File: src/cscc_pkg.sv
// Package for the cycling speed/cadence calculator.
// Field widths, reset value and the divider control bundle.
// No dependencies.
package cscc_pkg;

    localparam int CIRC_W    = 12;
    localparam int REV_W     = 32;
    localparam int CRANK_W   = 16;
    localparam int TIME_W    = 16;
    localparam int DIST_W    = REV_W + CIRC_W;
    localparam int RES_W     = 32;
    localparam int TICK_SH   = 10;
    localparam int DIV_NUM_W = DIST_W + TICK_SH;

    localparam logic [CIRC_W-1:0] CIRC_RESET = 12'd2200;

    typedef struct packed {
        logic load;
        logic step;
    } t_div_ctrl;

endpackage

File: src/cscc_div.sv
// Bit-serial restoring divider: one quotient bit per step cycle; 32-bit saturating.
// Depends on cscc_pkg.
module cscc_div #(
    parameter int NUM_W = cscc_pkg::DIV_NUM_W
) (
    input  logic                              i_clk,
    input  cscc_pkg::t_div_ctrl               i_ctrl,
    input  logic [NUM_W-1:0]                  i_num,
    input  logic [cscc_pkg::TIME_W-1:0]       i_den,
    output logic [cscc_pkg::RES_W-1:0]        o_quot
);
    import cscc_pkg::*;

    logic [NUM_W-1:0]  r_num;
    logic [TIME_W-1:0] r_den;
    logic [TIME_W-1:0] r_rem;
    logic [RES_W-1:0]  r_q;
    logic              r_ovf;

    logic [TIME_W:0]   w_trial;
    logic              w_ge;
    logic [TIME_W:0]   w_diff;

    assign w_trial = {r_rem, r_num[NUM_W-1]};
    assign w_ge    = w_trial >= {1'b0, r_den};
    assign w_diff  = w_trial - {1'b0, r_den};

    always_ff @(posedge i_clk) begin
        if (i_ctrl.load) begin
            r_num <= i_num;
            r_den <= i_den;
            r_rem <= '0;
            r_q   <= '0;
            r_ovf <= 1'b0;
        end else if (i_ctrl.step) begin
            r_num <= {r_num[NUM_W-2:0], 1'b0};
            r_rem <= w_ge ? w_diff[TIME_W-1:0] : w_trial[TIME_W-1:0];
            r_q   <= {r_q[RES_W-2:0], w_ge};
            r_ovf <= r_ovf | r_q[RES_W-1];
        end
    end

    assign o_quot = r_ovf ? '1 : r_q;

endmodule

File: src/cycling_speed_cadence_calc.sv
// Cycling speed/cadence calculator top level: handshake, state, serial multiply.
// Depends on cscc_pkg and cscc_div.
//
// One measurement is taken at a time. An accepted item goes through shift-add
// multiplication by the circumference (S_MUL), one load step (S_LOAD) and
// bit-serial division (S_DIV, three divider lanes run side by side, one step
// per numerator bit of the speed term), after which a result is offered; the
// next item is taken once that result has been delivered. Circumference
// writes take effect for the next item.
module cycling_speed_cadence_calc (
    input  logic                              i_clk,
    input  logic                              i_rst_n,
    input  logic                              i_cfg_we,
    input  logic [cscc_pkg::CIRC_W-1:0]       i_cfg_data,
    input  logic                              i_valid,
    output logic                              o_stall,
    input  logic                              i_has_wheel,
    input  logic [cscc_pkg::REV_W-1:0]        i_wheel_revs,
    input  logic [cscc_pkg::TIME_W-1:0]       i_wheel_time,
    input  logic                              i_has_crank,
    input  logic [cscc_pkg::CRANK_W-1:0]      i_crank_revs,
    input  logic [cscc_pkg::TIME_W-1:0]       i_crank_time,
    output logic                              o_valid,
    input  logic                              i_stall,
    output logic                              o_wheel_valid,
    output logic [cscc_pkg::RES_W-1:0]        o_speed_mm_per_s,
    output logic [cscc_pkg::RES_W-1:0]        o_wheel_rpm,
    output logic [cscc_pkg::DIST_W-1:0]       o_sensor_distance_mm,
    output logic [cscc_pkg::DIST_W-1:0]       o_trip_distance_mm,
    output logic                              o_crank_valid,
    output logic [cscc_pkg::RES_W-1:0]        o_crank_rpm
);
    import cscc_pkg::*;

    typedef enum logic [1:0] {S_IDLE, S_MUL, S_LOAD, S_DIV} t_state;

    localparam logic [5:0] MUL_LAST = 6'(CIRC_W - 1);
    localparam logic [5:0] DIV_LAST = 6'(DIV_NUM_W - 1);

    t_state              r_state;
    logic [5:0]          r_cnt;
    logic                r_out;
    logic [CIRC_W-1:0]   r_circ;
    logic [CIRC_W-1:0]   r_csh;

    logic                r_wheel_seen;
    logic [REV_W-1:0]    r_first_wheel;
    logic [REV_W-1:0]    r_prev_wheel;
    logic [TIME_W-1:0]   r_prev_wtime;
    logic                r_crank_seen;
    logic [CRANK_W-1:0]  r_prev_crank;
    logic [TIME_W-1:0]   r_prev_ctime;

    logic                r_wv;
    logic                r_cv;
    logic [REV_W-1:0]    r_revs;
    logic [REV_W-1:0]    r_trip;
    logic [REV_W-1:0]    r_dr;
    logic [CRANK_W-1:0]  r_dc;
    logic [TIME_W-1:0]   r_dtw;
    logic [TIME_W-1:0]   r_dtc;
    logic [DIST_W-1:0]   r_p_revs;
    logic [DIST_W-1:0]   r_p_trip;
    logic [DIST_W-1:0]   r_p_dr;

    logic                w_acc;
    logic                w_wcalc;
    logic                w_ccalc;
    logic [CRANK_W-1:0]  w_dc;
    logic [REV_W+15:0]   w_rpm_num;
    logic [RES_W-1:0]    w_crank_num;
    t_div_ctrl           w_dctl;
    logic [RES_W-1:0]    w_q_speed;
    logic [RES_W-1:0]    w_q_rpm;
    logic [RES_W-1:0]    w_q_crank;

    assign w_acc   = i_valid && !o_stall;
    assign w_wcalc = i_has_wheel && r_wheel_seen && (i_wheel_time != r_prev_wtime);
    assign w_ccalc = i_has_crank && r_crank_seen && (i_crank_time != r_prev_ctime);
    assign w_dc    = i_crank_revs - r_prev_crank;

    // x*61440 = (x << 16) - (x << 12)
    assign w_rpm_num   = {r_dr, 16'b0} - {4'b0, r_dr, 12'b0};
    assign w_crank_num = {r_dc, 16'b0} - {4'b0, r_dc, 12'b0};

    assign w_dctl.load = (r_state == S_LOAD);
    assign w_dctl.step = (r_state == S_DIV);

    always_ff @(posedge i_clk) begin
        if (!i_rst_n) begin
            r_state      <= S_IDLE;
            r_cnt        <= '0;
            r_out        <= 1'b0;
            r_circ       <= CIRC_RESET;
            r_wheel_seen <= 1'b0;
            r_first_wheel <= '0;
            r_prev_wheel <= '0;
            r_prev_wtime <= '0;
            r_crank_seen <= 1'b0;
            r_prev_crank <= '0;
            r_prev_ctime <= '0;
        end else begin
            if (i_cfg_we) begin
                r_circ <= i_cfg_data;
            end
            if (r_out && !i_stall) begin
                r_out <= 1'b0;
            end
            unique case (r_state)
                S_IDLE: begin
                    if (w_acc) begin
                        r_state <= S_MUL;
                        r_cnt   <= MUL_LAST;
                        r_csh   <= r_circ;
                        r_p_revs <= '0;
                        r_p_trip <= '0;
                        r_p_dr   <= '0;
                        r_wv    <= w_wcalc;
                        r_cv    <= w_ccalc && (w_dc != '0);
                        r_revs  <= i_wheel_revs;
                        r_trip  <= i_wheel_revs - r_first_wheel;
                        r_dr    <= i_wheel_revs - r_prev_wheel;
                        r_dtw   <= i_wheel_time - r_prev_wtime;
                        r_dc    <= w_dc;
                        r_dtc   <= i_crank_time - r_prev_ctime;
                        if (i_has_wheel && !r_wheel_seen) begin
                            r_first_wheel <= i_wheel_revs;
                            r_prev_wheel  <= i_wheel_revs;
                            r_prev_wtime  <= i_wheel_time;
                            r_wheel_seen  <= 1'b1;
                        end else if (w_wcalc) begin
                            r_prev_wheel  <= i_wheel_revs;
                            r_prev_wtime  <= i_wheel_time;
                        end
                        if (i_has_crank && (!r_crank_seen || w_ccalc)) begin
                            r_prev_crank <= i_crank_revs;
                            r_prev_ctime <= i_crank_time;
                            r_crank_seen <= 1'b1;
                        end
                    end
                end
                S_MUL: begin
                    r_csh    <= {r_csh[CIRC_W-2:0], 1'b0};
                    r_p_revs <= {r_p_revs[DIST_W-2:0], 1'b0}
                              + (r_csh[CIRC_W-1] ? {{CIRC_W{1'b0}}, r_revs} : '0);
                    r_p_trip <= {r_p_trip[DIST_W-2:0], 1'b0}
                              + (r_csh[CIRC_W-1] ? {{CIRC_W{1'b0}}, r_trip} : '0);
                    r_p_dr   <= {r_p_dr[DIST_W-2:0], 1'b0}
                              + (r_csh[CIRC_W-1] ? {{CIRC_W{1'b0}}, r_dr} : '0);
                    if (r_cnt == '0) begin
                        r_state <= S_LOAD;
                    end else begin
                        r_cnt <= r_cnt - 6'd1;
                    end
                end
                S_LOAD: begin
                    r_state <= S_DIV;
                    r_cnt   <= DIV_LAST;
                end
                S_DIV: begin
                    if (r_cnt == '0) begin
                        r_state <= S_IDLE;
                        r_out   <= 1'b1;
                    end else begin
                        r_cnt <= r_cnt - 6'd1;
                    end
                end
                default: r_state <= S_IDLE;
            endcase
        end
    end

    cscc_div #(.NUM_W(DIV_NUM_W)) u_div_speed (
        .i_clk  (i_clk),
        .i_ctrl (w_dctl),
        .i_num  ({r_p_dr, {TICK_SH{1'b0}}}),
        .i_den  (r_dtw),
        .o_quot (w_q_speed)
    );

    cscc_div #(.NUM_W(DIV_NUM_W)) u_div_rpm (
        .i_clk  (i_clk),
        .i_ctrl (w_dctl),
        .i_num  ({{(DIV_NUM_W-REV_W-16){1'b0}}, w_rpm_num}),
        .i_den  (r_dtw),
        .o_quot (w_q_rpm)
    );

    cscc_div #(.NUM_W(DIV_NUM_W)) u_div_crank (
        .i_clk  (i_clk),
        .i_ctrl (w_dctl),
        .i_num  ({{(DIV_NUM_W-RES_W){1'b0}}, w_crank_num}),
        .i_den  (r_dtc),
        .o_quot (w_q_crank)
    );

    assign o_stall              = (r_state != S_IDLE) || r_out;
    assign o_valid              = r_out;
    assign o_wheel_valid        = r_wv;
    assign o_speed_mm_per_s     = r_wv ? w_q_speed : '0;
    assign o_wheel_rpm          = r_wv ? w_q_rpm : '0;
    assign o_sensor_distance_mm = r_wv ? r_p_revs : '0;
    assign o_trip_distance_mm   = r_wv ? r_p_trip : '0;
    assign o_crank_valid        = r_cv;
    assign o_crank_rpm          = r_cv ? w_q_crank : '0;

endmodule

File: config.mk
export PLATFORM = sky130hd
export DESIGN_NAME = cycling_speed_cadence_calc
export DESIGN_NICKNAME = d
export VERILOG_FILES = /design/src/cscc_pkg.sv /design/src/cscc_div.sv /design/src/cycling_speed_cadence_calc.sv
export SDC_FILE = /design/constraint.sdc
export NUM_CORES = 2
export LEC_CHECK = 0
export BUFFER_PORTS_ARGS = -buffer_cell sky130_fd_sc_hd__clkbuf_2
export CAP_MARGIN = 0
export CORE_MARGIN = 4
export CORE_UTILIZATION = 39
export DETAILED_ROUTE_END_ITERATION = 8
export PLACE_DENSITY = 0.58
export SLEW_MARGIN = 20
export SYNTH_ARGS = -nofsm -noshare
export SYNTH_HDL_FRONTEND = slang
export SYNTH_SLANG_ARGS = --single-unit
File: constraint.sdc
create_clock -name i_clk -period 4.7 [get_ports i_clk]
set_clock_uncertainty 0.05 [all_clocks]
set_input_delay 0.705 -clock i_clk [delete_from_list [all_inputs] [get_ports i_clk]]
set_output_delay 0.705 -clock i_clk [all_outputs]
set_load 0.05 [all_outputs]
* Yosys cells after proc, flatten, opt, wreduce, memory -nomap -nowiden *
Cells that the tools add are included.

cells by class
  add/sub/neg operators = 14
  order comparisons = 3
  equal/unequal tests = 9
  multiplexer cells = 40
  bitwise logic cells = 3
  reductions and logical operators = 30

operator list
  kind                  number
  $mux W32              13
  $pmux W44 S2          3
  $add A44 B32 Y44      3
  $mux W44              3
  $mux W54              2
  $mux W48              2
  $sub A16 B16 Y16      6
  $mux W16              5
  $sub A32 B32 Y32      2
  $ge A17 B16 Y1        3
  $sub A48 B44 Y48      1
  $ne A16 B16 Y1        2
  $sub A32 B28 Y32      1
  $pmux W12 S2          1
  $pmux W6 S3           1
  $reduce_and A3 Y1     6
  $reduce_bool A16 Y1   1
  $mux W12              1
  $mux W6               2
  $logic_and A1 B1 Y1   9
  $ne A2 B2 Y1 const B  4
  $pmux W2 S4           1
  $reduce_bool A2 Y1    4
  $logic_not A6 Y1      1
  other kinds (11)      22

storage, ports and cells
  bits in registers = 756
  input port bits = 99
  output and inout bits = 188
  logic and storage cells = 138

* Logic depth before layout (Yosys ltp) *
  depth in word-level cells = 6
  depth in mapped cells = 16
  depth with buffers taken out = 14

* Cells and area by module *
Synthesis repeated with hierarchy kept, for this count alone.

unflattened totals
  cell total of the unflattened synthesis = 4781
  area, all modules = 47354.2 µm²

modules (own cells, without submodules)
  module                       times used  cells each  area an instance (µm²)  seq. area each (µm²)
  cycling_speed_cadence_calc   1           3343        30177.7                 11410.9
  cscc_div at u_div_crank ...  2           484         5723.0                  3083.0
  cscc_div at u_div_rpm        1           470         5730.5                  3083.0

* Least setup slack after synthesis *
OpenSTA, ideal clock, no wires.

  path type = register to register
  start = reg r_state[0]
  end = reg r_csh[0] (enable)
  setup time = 0.521 ns
  arrival time = 5.015 ns
  required time = 4.129 ns
  setup slack = -0.886 ns
  stages on the path, launching flop included = 8
  buffers on the path = 1
  clock period less this slack = 5.586 ns
  cell sequence = dfxtp_1 > clkbuf_1 > inv_1 > ha_1 > nand2b_1 > or2_2 > o21ai_0 > and2_1

between the ends
  word-level cells in the longest chain between the ends = 6
  elaborated cells on any way between the ends = 9
  classes of those cells = 2 x eq/ne; 7 x reduce/logical

RTL lines
  item                                line                               RTL
  start, declared                     cycling_speed_cadence_calc.sv:40   t_state r_state;
  start signal, assigned              cycling_speed_cadence_calc.sv:91   r_state <= S_IDLE;
  start signal, assigned              cycling_speed_cadence_calc.sv:112  r_state <= S_MUL;
  start signal, assigned              cycling_speed_cadence_calc.sv:151  r_state <= S_LOAD;
  $reduce_bool A2 Y1                  cycling_speed_cadence_calc.sv:197  assign o_stall = (r_state != S_IDLE) || r_out;
  $logic_or A1 B1 Y1                  cycling_speed_cadence_calc.sv:197
  net o_stall                         cycling_speed_cadence_calc.sv:16   output logic o_stall,
  $logic_not A1 Y1                    cycling_speed_cadence_calc.sv:77   assign w_acc = i_valid && !o_stall;
  $logic_and A1 B1 Y1                 cycling_speed_cadence_calc.sv:77
  $ne A2 B2 Y1 (no source line)       -
  $reduce_and A3 Y1 (no source line)  -
  end signal, assigned                cycling_speed_cadence_calc.sv:114  r_csh <= r_circ;
  end signal, assigned                cycling_speed_cadence_calc.sv:143  r_csh <= {r_csh[CIRC_W-2:0], 1'b0};
  end, declared                       cycling_speed_cadence_calc.sv:44   logic [CIRC_W-1:0] r_csh;

The timed path passes the listed nets, and every way through them passes these cells.
A chain may end at the register's enable or synchronous reset.

* Worst setup path in the final report *
  start = reg r_csh[11]
  end = reg r_p_dr[41] (data pin)

between the ends
  word-level cells in the longest chain between the ends = 3

RTL lines
  item                  line                               RTL
  $mux W32              cycling_speed_cadence_calc.sv:149  + (r_csh[CIRC_W-1] ? {{CIRC_W{1'b0}}, r_dr} : '0);
  $add A44 B32 Y44      cycling_speed_cadence_calc.sv:149
  $pmux W44 S2          cycling_speed_cadence_calc.sv:109  unique case (r_state)
  end signal, assigned  cycling_speed_cadence_calc.sv:148  r_p_dr <= {r_p_dr[DIST_W-2:0], 1'b0}
  end, declared         cycling_speed_cadence_calc.sv:64   logic [DIST_W-1:0] r_p_dr;

Every way passes these cells.

==> impl_metrics.toml <==
[synthesis]
synth_area_sq_um = 43400
yosysWarnings = 0
yosysSeqAreaShare_pct = 43.5
synth-edff-count = 422
syn_avg_cell_area_sq_um = 9.66
synth_ff_type = "edfxtp_1"
async_flop_share_pct = 0
synth_fp_nets = 4897
synthCells = 4492
ys_types = 74
ys_ff_latch = 732

[die]
dieArea_sq_um = 117000
core-area_sq_um = 111000
start_util_pct = 39.3
std_cell_rows = 122
num_io_pins = 287
die_width_um = 342
dieHeight_um = 342

[cells_and_area]
drive_gt1_share_pct = 12.4
fin_nets = 5121
final_common_cell = "nor2_1"
fin_area_sq_um = 49300
area_delta_synth_final_pct = 13.5
final_cells = 6271
mostFrequentLayoutCells = "nor2_1 (439), edfxtp_1 (422), nand2_1 (374), dfxtp_1 (307), ha_1 (292)"

[critical_path]
start_kind = "flop"
critPathMaxStageDelay_ps = 560
critPathKind = "reg -> reg"
crit_path_end_kind = "flop"
rrSetupSlack_ps = 330
worstPathRequired_ps = 5030
cpMaxStageDelayCell = "edfxtp_1"
path_buf_inv = 2
path_max_fanout = 31
worstPathArrival_ps = 4710
crit_chain = "buf_4, nand2_1, fa_1, nor2b_1, o31a_1, o311ai_0, buf_4, nor3_1, nor3_1, o31ai_1, nand4_1, a21boi_0, xnor2_1, nor2_1"
cp_top_family = "simple AND/OR/NAND/NOR gates"

[route]
via_per_inst = 5.09
drc = 0
drt-pass1-iter-count = 5
routedWlPerCell_um = 15.7
wirelength_um = 98700
drt_iter0_drc = 1964
vias = 31900
postRouteAntennaNets = 0

[place]
hpwl_um = 69500
io_buffers = 286
gp_congestion = 0.858
pre_cts_slack_ps = 361
place_area_sq_um = 46400
placed_cells = 6115

[power_and_ir_drop]
leakage_nw = 19.8
peakVddDrop_v = 0.000419
p_per_area_nw_per_um2 = 525

[global_routing]
grt-ovfl-total = 0
grt_pass1_vias = 30500
grtUsageTotal_pct = 16.5
grt_pass1_wl_um = 160000
antenna_found_initial = 1
grt_start_max_net_pins = 197

[sta]
slew_viol_final = 0
post-route-period-util_pct = 93.1
min_period_ps = 4370
fin_tns_setup_ps = 0
hold-worst-slack_ps = 230
layout_setup_ws_ps = 326
hold_viol = 0
worst_pin_slew_ps = 1050
max-slew-margin-rel_pct = 29.7
fmax_mhz = 229
rsz0062_at_grt = "false"
setup_viol_count_final = 0

[hold_path]
hold_class = "in -> reg"

[status]
status = "completed"

[clock_network]
clockBufferDepth = 3
cts_root_buf = "clkbuf_16"
clkLatencyLatePin_ps = 660
clk_pin_slew_ps = 60
hold_buffers = 0
cts_tree = "built"
cts_num_sinks = 732
htreeDepth = 3
numCtsBuffers = 87

[run]
cap_violations = 0
## cell usage after synthesis (21+ instances only)
cell | number | area [sq um]
a211oi_1 | 66 | 495
a21boi_0 | 127 | 953
a21o_1 | 154 | 1160
a21oi_1 | 235 | 1180
a31oi_1 | 29 | 181
and2_1 | 201 | 1260
and3_1 | 33 | 206
buf_1 | 25 | 93.8
clkbuf_1 | 162 | 608
dfxtp_1 | 310 | 6210
edfxtp_1 | 422 | 12700
ha_1 | 295 | 3690
inv_1 | 280 | 1050
mux2_2 | 96 | 1080
mux2i_1 | 169 | 1690
nand2_1 | 374 | 1400
nand2b_1 | 45 | 282
nand3_1 | 62 | 310
nand4_1 | 41 | 257
nor2_1 | 440 | 1650
nor2b_1 | 62 | 388
nor3_1 | 70 | 350
o21a_1 | 136 | 1020
o21ai_0 | 124 | 621
o21bai_1 | 36 | 270
o31ai_1 | 21 | 158
xnor2_1 | 173 | 1520
xor2_1 | 89 | 780
## logic make-up (layout without fill, tap and decap cells)
| family | after synthesis | after routing | synth area share (%) |
|---|---|---|---|
| flops | 732 | 732 | 43.5 |
| simple gates | 1398 | 1398 | 15.2 |
| other cells | 0 | 1 | 0 |
| fa+ha+maj | 306 | 306 | 9.01 |
| mux | 265 | 265 | 6.39 |
| buf+inv | 471 | 761 | 4.08 |
| compound gates | 1057 | 1057 | 16.5 |
| xor+xnor | 263 | 263 | 5.32 |
## power by group
part	internal (mW)	total, mW	leakage [nW]	switching, mW
Sequential	8.52	9.20	6.46	0.678
Clock	4.04	6.77	1.39	2.73
Combinational	3.95	9.90	12.0	5.95
Total	16.5	25.9	19.8	9.36
## per-layer routing
metal  track usage (%)  routed length [um]
met1              23.1               48500
met2              26.7               44500
met3              2.55                3980
met4              4.25                1760
met5                 0                   0
## flip-flops by register name, indices dropped and copies added (netlist names), 32 cells and up
name               count
r_prev_wheel          32
r_trip                32
u_div_speed.r_num     44
r_p_revs              44
r_dr                  32
u_div_rpm.r_num       42
r_p_trip              44
r_p_dr                44
u_div_crank.r_q       32
u_div_rpm.r_q         32
r_revs                32
u_div_speed.r_q       32
r_first_wheel         32
u_div_crank.r_num     42
## final cells by class
cell class / instances / area (sq um)
fill: 10700 / 61200
multi-input combinational: 3289 / 22800
sequential: 732 / 18900
clock buffer: 116 / 2410
tap: 1488 / 1860
timing repair buffer: 325 / 1830
inverter: 281 / 1060
clock inverter: 39 / 429
antenna: 1 / 2.50
## path summary, 6_finish.rpt
check / from / to / cells past startpoint
max: r_csh[11] / r_p_dr[41] / 14
min: i_cfg_data[4] / r_circ[4] / 3
max reg2reg: r_csh[11] / r_p_dr[41] / 14
min reg2reg: r_dtc[2] / u_div_crank.r_den[2] / 0
## through the flow
stage          util, %  total power, mW
2_1_floorplan        -             16.9
3_3_place_gp      42.0             19.1
3_5_place_dp      42.0             19.2
4_1_cts           44.6             26.2
5_1_grt           44.6             27.7
6_report          44.6             25.9
## timing repair
action	CTS	global route
hold endpoints to repair	0	0
gates resized for setup	0	1
endpoints found under the setup margin	0	1
buffers inserted	0	0
## worst min-delay path: stages
cell and delay, ps:
clkbuf_2 70, mux2i_1 60, nand2_1 60
Power figures use the tool's default switching activity.
